File: src/sv/ecrt_pkg.sv
package ecrt_pkg;

   localparam int ENTRY_BITS     = 42;
   localparam int NUM_ENTRIES    = 6;
   localparam int INDEX_BITS     = 3;
   localparam int BP_BITS        = 18;
   localparam int BP_MSB         = 41;
   localparam int BP_LSB         = 24;
   localparam int DIFF_BITS      = 18;
   localparam int CHAN_BITS      = 8;
   localparam int ELEV_BITS      = 16;

   localparam logic [INDEX_BITS-1:0] ENTRY_FIRST = 3'd0;
   localparam logic [INDEX_BITS-1:0] ENTRY_LAST  = 3'd5;

   localparam logic [CHAN_BITS:0]       FLOOD_ADD   = 9'd90;
   localparam logic [CHAN_BITS:0]       FLOOD_LIMIT = 9'd255;
   localparam logic signed [ELEV_BITS-1:0] BAND_BLUE  = 16'sd10;
   localparam logic signed [ELEV_BITS-1:0] BAND_GREEN = 16'sd50;
   localparam logic signed [ELEV_BITS-1:0] BAND_RED   = 16'sd100;

   typedef logic [ENTRY_BITS-1:0] entry_type;
   typedef logic [INDEX_BITS-1:0] index_type;

   localparam entry_type RAMP_RESET [NUM_ENTRIES] = '{
      42'd4397991762478, 42'd24042606, 42'd1352071910,
      42'd5043707080, 42'd6725353130, 42'd13438203020
   };

   // Blue sits in bits 23:16, green in 15:8, red in 7:0.
   function automatic logic [CHAN_BITS-1:0] entry_blue(input entry_type v);
      return v[23:16];
   endfunction

   function automatic logic [CHAN_BITS-1:0] entry_green(input entry_type v);
      return v[15:8];
   endfunction

   function automatic logic [CHAN_BITS-1:0] entry_red(input entry_type v);
      return v[7:0];
   endfunction

   function automatic logic signed [BP_BITS-1:0] entry_bp(input entry_type v);
      return signed'(v[BP_MSB:BP_LSB]);
   endfunction

endpackage

File: src/sv/ecrt_if.sv
interface ecrt_req_if;
   logic               valid;
   logic               ready;
   logic signed [15:0] elevation;
   logic [7:0]         src_blue;
   logic [7:0]         src_green;
   logic [7:0]         src_red;

   modport source (output valid, elevation, src_blue, src_green, src_red, input ready);
   modport sink   (input valid, elevation, src_blue, src_green, src_red, output ready);
endinterface

interface ecrt_rsp_if;
   logic       valid;
   logic       ready;
   logic [7:0] heat_blue;
   logic [7:0] heat_green;
   logic [7:0] heat_red;
   logic [7:0] flood_blue;
   logic [7:0] flood_green;
   logic [7:0] flood_red;

   modport source (output valid, heat_blue, heat_green, heat_red,
                   flood_blue, flood_green, flood_red, input ready);
   modport sink   (input valid, heat_blue, heat_green, heat_red,
                   flood_blue, flood_green, flood_red, output ready);
endinterface

File: src/sv/elevation_color_ramp_tint_core.sv
// Elevation color ramp and flood tint. Every transfer on req carries one elevation
// sample (signed whole meters) and one source BGR pixel, and produces exactly one
// transfer on rsp with a heat-map color and a flood-tinted copy of the pixel. The heat
// color comes from six breakpoint/color entries written through the csr port (index
// 0..5, breakpoint in bits 41:24 as signed quarter-meters, BGR in bits 23:0); values
// below the first or above the last breakpoint take the end color, and values between
// are blended with a WEIGHT_BITS-bit weight. The block accepts one pixel per clock unless
// a stalled rsp has filled the pipeline. The edge of an input transfer registers the
// segment selection made from the request, WEIGHT_BITS stages then each resolve
// one weight bit in the pipelined restoring divider that forms the weight, and a final
// stage registers the blend into the output register. Each stage advances whenever the
// stage after it is empty or moving, so bubbles are squeezed out and a stalled rsp does
// not stop req until the pipeline is full. Write the csr registers only while no pixel
// is in flight.
module elevation_color_ramp_tint_core #(
   parameter int WEIGHT_BITS = 8
) (
   input  logic                         clock,
   input  logic                         reset,
   ecrt_req_if.sink                     req,
   ecrt_rsp_if.source                   rsp,
   input  logic                         csr_we,
   input  ecrt_pkg::index_type          csr_index,
   input  ecrt_pkg::entry_type          csr_wdata
);
   import ecrt_pkg::*;

   // Stage 0 selects the segment, stages 1..WEIGHT_BITS each resolve one weight bit,
   // and the last stage is the output register.
   localparam int DIV_STAGES = WEIGHT_BITS;
   localparam int NUM_STAGES = WEIGHT_BITS + 2;
   localparam int PROD_BITS  = WEIGHT_BITS + 1 + CHAN_BITS;
   localparam int SUM_BITS   = PROD_BITS + 1;

   typedef struct packed {
      index_type              idx_lo;
      index_type              idx_hi;
      logic [DIFF_BITS-1:0]   rem;
      logic [DIFF_BITS-1:0]   den;
      logic [WEIGHT_BITS-1:0] quo;
      logic [CHAN_BITS-1:0]   flood_blue;
      logic [CHAN_BITS-1:0]   flood_green;
      logic [CHAN_BITS-1:0]   flood_red;
   } pipe_type;

   entry_type ramp_ff [NUM_ENTRIES];

   logic [NUM_STAGES-1:0] valid_ff;
   logic [NUM_STAGES-1:0] advance;
   pipe_type              pipe_ff [DIV_STAGES+1];
   pipe_type              pipe_in [DIV_STAGES+1];

   logic [CHAN_BITS-1:0]  heat_blue_ff, heat_green_ff, heat_red_ff;
   logic [CHAN_BITS-1:0]  flood_blue_ff, flood_green_ff, flood_red_ff;
   logic [CHAN_BITS-1:0]  heat_blue_in, heat_green_in, heat_red_in;

   // Configuration registers. Writes past the last entry are dropped.
   always_ff @(posedge clock) begin
      if (reset) begin
         for (int k = 0; k < NUM_ENTRIES; k++) begin
            ramp_ff[k] <= RAMP_RESET[k];
         end
      end else if (csr_we && (csr_index <= ENTRY_LAST)) begin
         ramp_ff[csr_index] <= csr_wdata;
      end
   end

   // A stage takes new contents when it is empty or its contents move on.
   assign advance[NUM_STAGES-1] = !valid_ff[NUM_STAGES-1] || rsp.ready;
   for (genvar s = 0; s < NUM_STAGES - 1; s++) begin : g_adv
      assign advance[s] = !valid_ff[s] || advance[s+1];
   end

   assign req.ready = advance[0];

   always_ff @(posedge clock) begin
      if (reset) begin
         valid_ff <= '0;
      end else begin
         if (advance[0]) begin
            valid_ff[0] <= req.valid;
         end
         for (int s = 1; s < NUM_STAGES; s++) begin
            if (advance[s]) begin
               valid_ff[s] <= valid_ff[s-1];
            end
         end
      end
   end

   // Segment selection. The elevation is scaled to quarter-meters and compared with
   // every breakpoint at once; the first upper breakpoint above it names the segment.
   // Clamped cases use a zero numerator so the weight comes out zero and the blend
   // returns the low color unchanged.
   logic signed [BP_BITS-1:0]   e4;
   logic signed [BP_BITS-1:0]   bp [NUM_ENTRIES];
   logic [NUM_ENTRIES-2:0]      below_hi;
   index_type                   seg_lo;
   index_type                   seg_hi;
   logic                        seg_found;
   logic signed [BP_BITS:0]     num_wide;
   logic signed [BP_BITS:0]     den_wide;
   logic [CHAN_BITS:0]          sum_blue, sum_green, sum_red;
   logic                        band_blue, band_green, band_red;

   always_comb begin
      e4 = {req.elevation, 2'b00};
      for (int k = 0; k < NUM_ENTRIES; k++) begin
         bp[k] = entry_bp(ramp_ff[k]);
      end
      for (int k = 0; k < NUM_ENTRIES - 1; k++) begin
         below_hi[k] = (e4 < bp[k+1]);
      end

      seg_found = 1'b0;
      seg_lo    = ENTRY_LAST;
      for (int k = NUM_ENTRIES - 2; k >= 0; k--) begin
         if (below_hi[k]) begin
            seg_found = 1'b1;
            seg_lo    = INDEX_BITS'(k);
         end
      end

      if (e4 < bp[0]) begin
         seg_found = 1'b0;
         seg_lo    = ENTRY_FIRST;
      end else if (e4 > bp[NUM_ENTRIES-1]) begin
         seg_found = 1'b0;
         seg_lo    = ENTRY_LAST;
      end

      seg_hi   = seg_found ? (seg_lo + INDEX_BITS'(1)) : seg_lo;
      num_wide = '0;
      den_wide = (BP_BITS+1)'(1);
      if (seg_found) begin
         num_wide = (BP_BITS+1)'(e4) - (BP_BITS+1)'(bp[seg_lo]);
         den_wide = (BP_BITS+1)'(bp[seg_hi]) - (BP_BITS+1)'(bp[seg_lo]);
      end

      // Flood tint: at most one channel, chosen by elevation band, only if the sum stays under 255.
      band_blue  = (req.elevation < BAND_BLUE);
      band_green = !band_blue && (req.elevation < BAND_GREEN);
      band_red   = !band_blue && !band_green && (req.elevation < BAND_RED);
      sum_blue   = {1'b0, req.src_blue}  + FLOOD_ADD;
      sum_green  = {1'b0, req.src_green} + FLOOD_ADD;
      sum_red    = {1'b0, req.src_red}   + FLOOD_ADD;

      pipe_in[0].idx_lo      = seg_lo;
      pipe_in[0].idx_hi      = seg_hi;
      pipe_in[0].rem         = num_wide[DIFF_BITS-1:0];
      pipe_in[0].den         = den_wide[DIFF_BITS-1:0];
      pipe_in[0].quo         = '0;
      pipe_in[0].flood_blue  = (band_blue && (sum_blue < FLOOD_LIMIT)) ?
                               sum_blue[CHAN_BITS-1:0] : req.src_blue;
      pipe_in[0].flood_green = (band_green && (sum_green < FLOOD_LIMIT)) ?
                               sum_green[CHAN_BITS-1:0] : req.src_green;
      pipe_in[0].flood_red   = (band_red && (sum_red < FLOOD_LIMIT)) ?
                               sum_red[CHAN_BITS-1:0] : req.src_red;
   end

   // Restoring division, one quotient bit per stage. For an ascending table the remainder
   // stays below the divisor, so the quotient is the weight and never reaches one.
   for (genvar j = 1; j <= DIV_STAGES; j++) begin : g_div
      logic [DIFF_BITS:0] shifted;
      logic [DIFF_BITS:0] diff;
      logic               take;

      always_comb begin
         shifted    = {pipe_ff[j-1].rem, 1'b0};
         diff       = shifted - {1'b0, pipe_ff[j-1].den};
         take       = (shifted >= {1'b0, pipe_ff[j-1].den});
         pipe_in[j]     = pipe_ff[j-1];
         pipe_in[j].rem = take ? diff[DIFF_BITS-1:0] : shifted[DIFF_BITS-1:0];
         pipe_in[j].quo = {pipe_ff[j-1].quo[WEIGHT_BITS-2:0], take};
      end
   end

   for (genvar s = 0; s <= DIV_STAGES; s++) begin : g_pipe
      always_ff @(posedge clock) begin
         if (advance[s]) begin
            pipe_ff[s] <= pipe_in[s];
         end
      end
   end

   // Blend: ((one - w) * c_lo + w * c_hi) >> WEIGHT_BITS per channel. Entries must not
   // change while pixels are in flight; the block does not enforce this. Colors are read here by index.
   logic [WEIGHT_BITS:0] w_hi;
   logic [WEIGHT_BITS:0] w_lo;
   entry_type            col_lo;
   entry_type            col_hi;
   logic [SUM_BITS-1:0]  mix_blue, mix_green, mix_red;

   always_comb begin
      w_hi   = {1'b0, pipe_ff[DIV_STAGES].quo};
      w_lo   = {1'b1, {WEIGHT_BITS{1'b0}}} - w_hi;
      col_lo = ramp_ff[pipe_ff[DIV_STAGES].idx_lo];
      col_hi = ramp_ff[pipe_ff[DIV_STAGES].idx_hi];
      mix_blue  = SUM_BITS'(PROD_BITS'(w_lo) * PROD_BITS'(entry_blue(col_lo)))
                + SUM_BITS'(PROD_BITS'(w_hi) * PROD_BITS'(entry_blue(col_hi)));
      mix_green = SUM_BITS'(PROD_BITS'(w_lo) * PROD_BITS'(entry_green(col_lo)))
                + SUM_BITS'(PROD_BITS'(w_hi) * PROD_BITS'(entry_green(col_hi)));
      mix_red   = SUM_BITS'(PROD_BITS'(w_lo) * PROD_BITS'(entry_red(col_lo)))
                + SUM_BITS'(PROD_BITS'(w_hi) * PROD_BITS'(entry_red(col_hi)));
      heat_blue_in  = mix_blue[WEIGHT_BITS +: CHAN_BITS];
      heat_green_in = mix_green[WEIGHT_BITS +: CHAN_BITS];
      heat_red_in   = mix_red[WEIGHT_BITS +: CHAN_BITS];
   end

   always_ff @(posedge clock) begin
      if (advance[NUM_STAGES-1]) begin
         heat_blue_ff   <= heat_blue_in;
         heat_green_ff  <= heat_green_in;
         heat_red_ff    <= heat_red_in;
         flood_blue_ff  <= pipe_ff[DIV_STAGES].flood_blue;
         flood_green_ff <= pipe_ff[DIV_STAGES].flood_green;
         flood_red_ff   <= pipe_ff[DIV_STAGES].flood_red;
      end
   end

   assign rsp.valid       = valid_ff[NUM_STAGES-1];
   assign rsp.heat_blue   = heat_blue_ff;
   assign rsp.heat_green  = heat_green_ff;
   assign rsp.heat_red    = heat_red_ff;
   assign rsp.flood_blue  = flood_blue_ff;
   assign rsp.flood_green = flood_green_ff;
   assign rsp.flood_red   = flood_red_ff;

endmodule

File: src/flat_wrapper.sv
// flat-port wrapper written by rule: the top's interface ports become plain ports
module elevation_color_ramp_tint_core_flat import ecrt_pkg::*;
#(
   parameter int WEIGHT_BITS = 8
)
  (clock, reset, csr_we, csr_index, csr_wdata, req_valid, req_elevation, req_src_blue, req_src_green, req_src_red, req_ready, rsp_valid, rsp_heat_blue, rsp_heat_green, rsp_heat_red, rsp_flood_blue, rsp_flood_green, rsp_flood_red, rsp_ready);
  ecrt_req_if req_i ();
  ecrt_rsp_if rsp_i ();
  input  logic clock;
  input  logic reset;
  input  logic csr_we;
  input  ecrt_pkg::index_type csr_index;
  input  ecrt_pkg::entry_type csr_wdata;
  input wire logic [$bits(req_i.valid)-1:0] req_valid;
  input wire logic [$bits(req_i.elevation)-1:0] req_elevation;
  input wire logic [$bits(req_i.src_blue)-1:0] req_src_blue;
  input wire logic [$bits(req_i.src_green)-1:0] req_src_green;
  input wire logic [$bits(req_i.src_red)-1:0] req_src_red;
  output wire logic [$bits(req_i.ready)-1:0] req_ready;
  output wire logic [$bits(rsp_i.valid)-1:0] rsp_valid;
  output wire logic [$bits(rsp_i.heat_blue)-1:0] rsp_heat_blue;
  output wire logic [$bits(rsp_i.heat_green)-1:0] rsp_heat_green;
  output wire logic [$bits(rsp_i.heat_red)-1:0] rsp_heat_red;
  output wire logic [$bits(rsp_i.flood_blue)-1:0] rsp_flood_blue;
  output wire logic [$bits(rsp_i.flood_green)-1:0] rsp_flood_green;
  output wire logic [$bits(rsp_i.flood_red)-1:0] rsp_flood_red;
  input wire logic [$bits(rsp_i.ready)-1:0] rsp_ready;
  assign req_i.valid = req_valid;
  assign req_i.elevation = req_elevation;
  assign req_i.src_blue = req_src_blue;
  assign req_i.src_green = req_src_green;
  assign req_i.src_red = req_src_red;
  assign req_ready = req_i.ready;
  assign rsp_valid = rsp_i.valid;
  assign rsp_heat_blue = rsp_i.heat_blue;
  assign rsp_heat_green = rsp_i.heat_green;
  assign rsp_heat_red = rsp_i.heat_red;
  assign rsp_flood_blue = rsp_i.flood_blue;
  assign rsp_flood_green = rsp_i.flood_green;
  assign rsp_flood_red = rsp_i.flood_red;
  assign rsp_i.ready = rsp_ready;
  elevation_color_ramp_tint_core #(.WEIGHT_BITS(WEIGHT_BITS)) u_core (.clock(clock), .reset(reset), .req(req_i), .rsp(rsp_i), .csr_we(csr_we), .csr_index(csr_index), .csr_wdata(csr_wdata));
endmodule
File: config.mk
export PLATFORM = sky130hd
export DESIGN_NAME = elevation_color_ramp_tint_core_flat
export DESIGN_NICKNAME = d
export VERILOG_FILES = /design/src/sv/ecrt_pkg.sv /design/src/sv/ecrt_if.sv /design/src/sv/elevation_color_ramp_tint_core.sv /design/src/flat_wrapper.sv
export SDC_FILE = /design/constraint.sdc
export NUM_CORES = 2
export LEC_CHECK = 0
export BUFFER_PORTS_ARGS = -buffer_cell sky130_fd_sc_hd__buf_2
export CAP_MARGIN = 30
export CORE_UTILIZATION = 55
export CTS_CLUSTER_DIAMETER = 100
export DETAILED_ROUTE_END_ITERATION = 8
export GPL_ROUTABILITY_DRIVEN = 0
export HOLD_SLACK_MARGIN = 0.05
export PLACE_DENSITY = 0.71
export RECOVER_POWER = 50
export REMOVE_ABC_BUFFERS = 1
export SLEW_MARGIN = 5
export SYNTH_ARGS = -nofsm -noshare
export SYNTH_HDL_FRONTEND = slang
export SYNTH_SLANG_ARGS = --single-unit
File: constraint.sdc
create_clock -name clock -period 12.1 [get_ports clock]
set_clock_uncertainty 0.05 [all_clocks]
set_input_delay 2.42 -clock clock [delete_from_list [all_inputs] [get_ports clock]]
set_output_delay 2.42 -clock clock [all_outputs]
set_load 0.02 [all_outputs]
# Word-level counts from Yosys, hierarchy flattened
# Memory sizes are Yosys's and may differ from the RTL's.
# Index checks and enable logic that the tools add are counted.
# word_totals
inputBits,90
mem_count,2
ramBits,918
latchBits,0
wordCells,158
ff_bits,58
romBits,0
output_inout_bits,50
# op_classes
add_sub_neg,18
eq_ne,0
bitwise,2
mux,60
order_cmp,24
reduce_logical,30
shift,0
multipliers,6
div_mod_pow,0
# mem_list
name,words,width,read_ports,rd_clocked_by_memory_dff,wr,line_no,rtl
u_core.pipe_ff,9,74,9,0,9,elevation_color_ramp_tint_core.sv:50,pipe_type pipe_ff [DIV_STAGES+1];
u_core.ramp_ff,6,42,8,0,6,elevation_color_ramp_tint_core.sv:46,entry_type ramp_ff [NUM_ENTRIES];
# op_table
op,n
18-bit 2-to-1 mux,14
18-bit subtractor,10
19-bit by 18-bit >= comparator with 1-bit output,8
18-bit binary-select mux with 3-bit select,2
18-bit < comparator,6
16-bit adder,3
8-bit by 8-bit multiplier with 16-bit output,3
9-bit by 8-bit multiplier with 16-bit output,3
42-bit 2-to-1 mux,1
42-bit OR reduction,1
1-bit 2-to-1 mux,32
"8-bit by 7-bit adder with 9-bit output, second input constant",3
"9-bit by 8-bit < comparator with 1-bit output, second input constant",3
3-bit 2-to-1 mux,8
8-bit 2-to-1 mux,3
18-bit > comparator,1
"16-bit by 5-bit < comparator with 1-bit output, second input constant",1
"16-bit by 7-bit < comparator with 1-bit output, second input constant",1
"16-bit by 8-bit < comparator with 1-bit output, second input constant",1
1-bit zero test,12
1-bit logical OR,10
"9-bit by 8-bit subtractor with 9-bit output, first input constant",1
"4-bit >= comparator, second input constant",2
3-bit NOT with 4-bit output,2
3 further kinds,9

# Logic depth before layout (Yosys ltp)
# An unclocked memory read counts as a cell.
# depth
ltp_word,17
mapped_depth,30
ltp_nobuf,27

# Least setup slack after synthesis
# OpenSTA, ideal clock, no wires.
# synth_timing
path_kind,input to output
start,input rsp_ready
end,output req_ready
t_required_ns,9.630
path_buffers,0
t_arrival_ns,7.679
stages,6
path_slack_ns,1.951
path_cell_list,nor2b_1 -> and2_1 -> and3_1 -> nand3_1 -> nor2_1 -> nand4_1
# synth_via
elab_chain_len,10
# synth_rtl
item,line_no,rtl
start: declaration,flat_wrapper.sv:27,input wire logic [$bits(rsp_i.ready)-1:0] rsp_ready;
1-bit logical OR,elevation_color_ramp_tint_core.sv:69,assign advance[NUM_STAGES-1] = !valid_ff[NUM_STAGES-1] || rsp.ready;
1-bit logical OR (5 in a row),elevation_color_ramp_tint_core.sv:71,assign advance[s] = !valid_ff[s] || advance[s+1];
via u_core.advance[4],elevation_color_ramp_tint_core.sv:49,logic [NUM_STAGES-1:0] advance;
1-bit logical OR (4 in a row),elevation_color_ramp_tint_core.sv:71,
end: declaration,flat_wrapper.sv:19,output wire logic [$bits(req_i.ready)-1:0] req_ready;
# The timed path passes the listed nets, and every way through them passes these cells.

==> out/results.txt <==
failing checks: capacitance limit, slew limit
CTS Buf Count: 100
DR vias: 39002
max-slew violation count: 416
slowest CP cell: nand2_1
reg-to-reg slack, setup: 3600 ps
layout cells sized above 1: 0.105
status: complete, but fails checks
HP Start: u_core.pipe_ff[0][546]$_DFFE_PP_
compound-gate portion of the synthesized area: 0.0724
final net count: 6221
Pre-Repair DR Iteration Count: 6
design area: 66300 um^2
Synth Cell Area: 60200 um^2
area of the multi-input gates: 28300 um^2
Slew @ Worst Pin: 3730 ps
Top Ports: 140
DP Cell Count: 6660
overall global routing resource usage: 0.255
antenna viol nets, final: 0
Post-synth top flop: edfxtp_1
XOR/XNOR Fraction of Synth Area: 0.0205
cell taking the most area after synthesis: edfxtp_1
clock sink count: 952
# Max-Cap Violations: 12
Hold WC Path Type: flip-flop to flip-flop
die area: 111000 um^2
setup ws final: 3320 ps
initial antenna violation count: 2
ys async rst share: 0
CP most frequent cell: ha_1
first-pass GRT wire length: 218 mm
Storage cell area: 28500 um^2
post-synthesis mux area share: 0.0685
Via density: 5.69
Buf+Inv Stages, Crit Path: 5
area share of the largest cell type after synthesis: 0.470
synthesized area per cell: 11.7 um^2
worst-path maximum fanout: 65
clk root buf: clkbuf_16
Total Routed Length: 140 mm
CTS tree: yes
CTS hold repair buffers: 0
Die Span Y: 333 um
Placed Area: 62900 um^2
largest stage delay on the critical path: 720 ps
GRT overflow: 0
number of port buffers: 139
CP Class: input port to flip-flop
Worst slew margin: -1.49
CP startpoint kind: input port
die width: 333 um
Area Growth Syn to Fin: 10.1%
crit end category: flip-flop
r2r worst-path depth: 23
vias in the first global route: 39300
Max Freq: 114 MHz
Post-Syn Instances: 5149
core area: 108000 um^2
hold depth: 0
pin count of the biggest net entering global routing: 72
Synthesis Warnings: 0
Yosys cell types: 87
register area share after synthesis: 0.473
required time of the worst setup path: 12500 ps
Hold Path End: u_core.pipe_ff[0][621]$_DFFE_PP_
H-tree levels: 3
crit path time final: 8780 ps
initial core utilization: 0.558
reg2reg start: u_core.pipe_ff[0][660]$_DFFE_PP_
DP HPWL: 101 mm
Setup Buffers After CTS: 0
clock slew at reported path FFs: 60 ps
largest family of logic cells by synthesized area: adder cells
Final Non-Filler Cells: 6853
Fill cells: 8437
critical path arrival: 9170 ps
Skew-Pair Late Insertion Delay: 710 ps
Starting DRT DRC Count: 2883
crit-path leading delay family: compound AO/OA/AOI/OAI gates
WL/cell: 20.4 um
RSZ-0062 raised after global routing: false
number of enable flip-flop cells after synthesis: 942
Cell Rows: 120
Final Hold Fails: 0
FF+latch count, synth: 952
top post-synthesis cells by area: edfxtp_1 47%, fa_1 10%, ha_1 9.6%, inv_1 5.1%, mux4_2 3.6%
Critical R2R Capture: u_core.rsp.heat_blue[7]$_DFFE_PP_
post-CTS sizing: 0
Adder-Cell Fraction of Synth Area: 0.198
setup TNS: 0 ps
Max clock buf depth: 3
DRC Markers: 0
pre-CTS setup slack: 2790 ps
Post-Synth Simple-Gate Area: 0.107
Final Cycle Share: 0.725
Setup Viol. Count Final: 0
==> worst max path at each step <==
stage / startpoint / end / slack, ps / cells after the start
CTS: u_core.pipe_ff[0][660]$_DFFE_PP_ / u_core.rsp.heat_blue[7]$_DFFE_PP_ / 3360 / 23
global placement: req_elevation[1] / u_core.pipe_ff[0][48]$_SDFFCE_PP0P_ / 3110 / 26
floorplan: rsp_ready / req_ready / 1950 / 6
finish: req_elevation[9] / u_core.pipe_ff[0][48]$_SDFFCE_PP0P_ / 3320 / 26
global route: req_elevation[9] / u_core.pipe_ff[0][48]$_SDFFCE_PP0P_ / 2710 / 26
detailed placement: req_elevation[9] / u_core.pipe_ff[0][48]$_SDFFCE_PP0P_ / 2790 / 26
==> registers in the layout, summed over array words and instances (netlist names) <==
name / cells
u_core.rsp.flood_green: 8
u_core.ramp_ff: 300
u_core.rsp.heat_blue: 8
u_core.rsp.heat_green: 8
u_core.rsp.heat_red: 8
u_core.rsp.flood_blue: 8
u_core.pipe_ff: 594
u_core.rsp.flood_red: 8
u_core.valid_ff: 10
==> synth_stat cells, types with 38 or more instances <==
cell / count
a211oi_1: 67
a21boi_0: 38
a21o_1: 64
a21oi_1: 184
and2_1: 73
and3_1: 39
clkbuf_1: 113
edfxtp_1: 942
fa_1: 307
ha_1: 460
inv_1: 822
mux2_2: 137
mux2i_1: 42
mux4_2: 96
nand2_1: 372
nand2b_1: 64
nand3_1: 48
nor2_1: 509
nor2b_1: 114
nor3_1: 64
o21a_1: 44
o21ai_0: 91
xnor2_1: 88
xor2_1: 53
==> through the flow <==
stage               hold WS [ps]  utilization
global route                 361        0.615
global placement             350        0.583
finish                       343        0.615
CTS                          351        0.616
detailed placement           355        0.584
floorplan                    350            -
==> cells by family after synthesis <==
family | count (synthesis)
other cells | 1
fa+ha+maj | 767
compound gates | 652
mux | 275
xor+xnor | 141
buf+inv | 969
simple gates | 1392
flops | 952
==> metal layers <==
metal	global-route usage	part of all wire	vias up
met4	0.114	0.048	0
li1	-	-	18148
met1	0.323	0.40	19128
met2	0.433	0.48	1356
met3	0.0403	0.068	370
met5	0	0	-
==> layout by cell type, fill, tap and decap left out, drive strengths merged, types with 137 or more instances in the layout <==
cell type,Yosys,layout
a21oi,185,185
clkbuf,113,180
mux2,137,137
ha,460,460
buf,29,148
inv,825,830
edfxtp,942,942
nand2,372,372
fa,307,307
nor2,509,509
==> worst register-to-register path, delay by kind of cell, from the launching register on <==
| kind | cells | cell delay [ps] |
|---|---|---|
| simple gates | 3 | 380 |
| mux | 2 | 1400 |
| compound gates | 5 | 1110 |
| flops | 1 | 780 |
| fa+ha+maj | 7 | 3430 |
| xor+xnor | 1 | 80 |
| buf+inv | 5 | 980 |
==> layout make-up <==
type                    count  share of cell area
well taps                1403              0.0265
diodes                      1           0.0000378
flip-flops and latches    952               0.430
inverters                 827              0.0468
repair buffers            208              0.0173
multi-input cells        3275               0.427
clock inverters            67              0.0128
clock buffers             120              0.0393
Power is not shown: default switching activity piles up to over one toggle a cycle in this logic, so the estimate is an artifact.
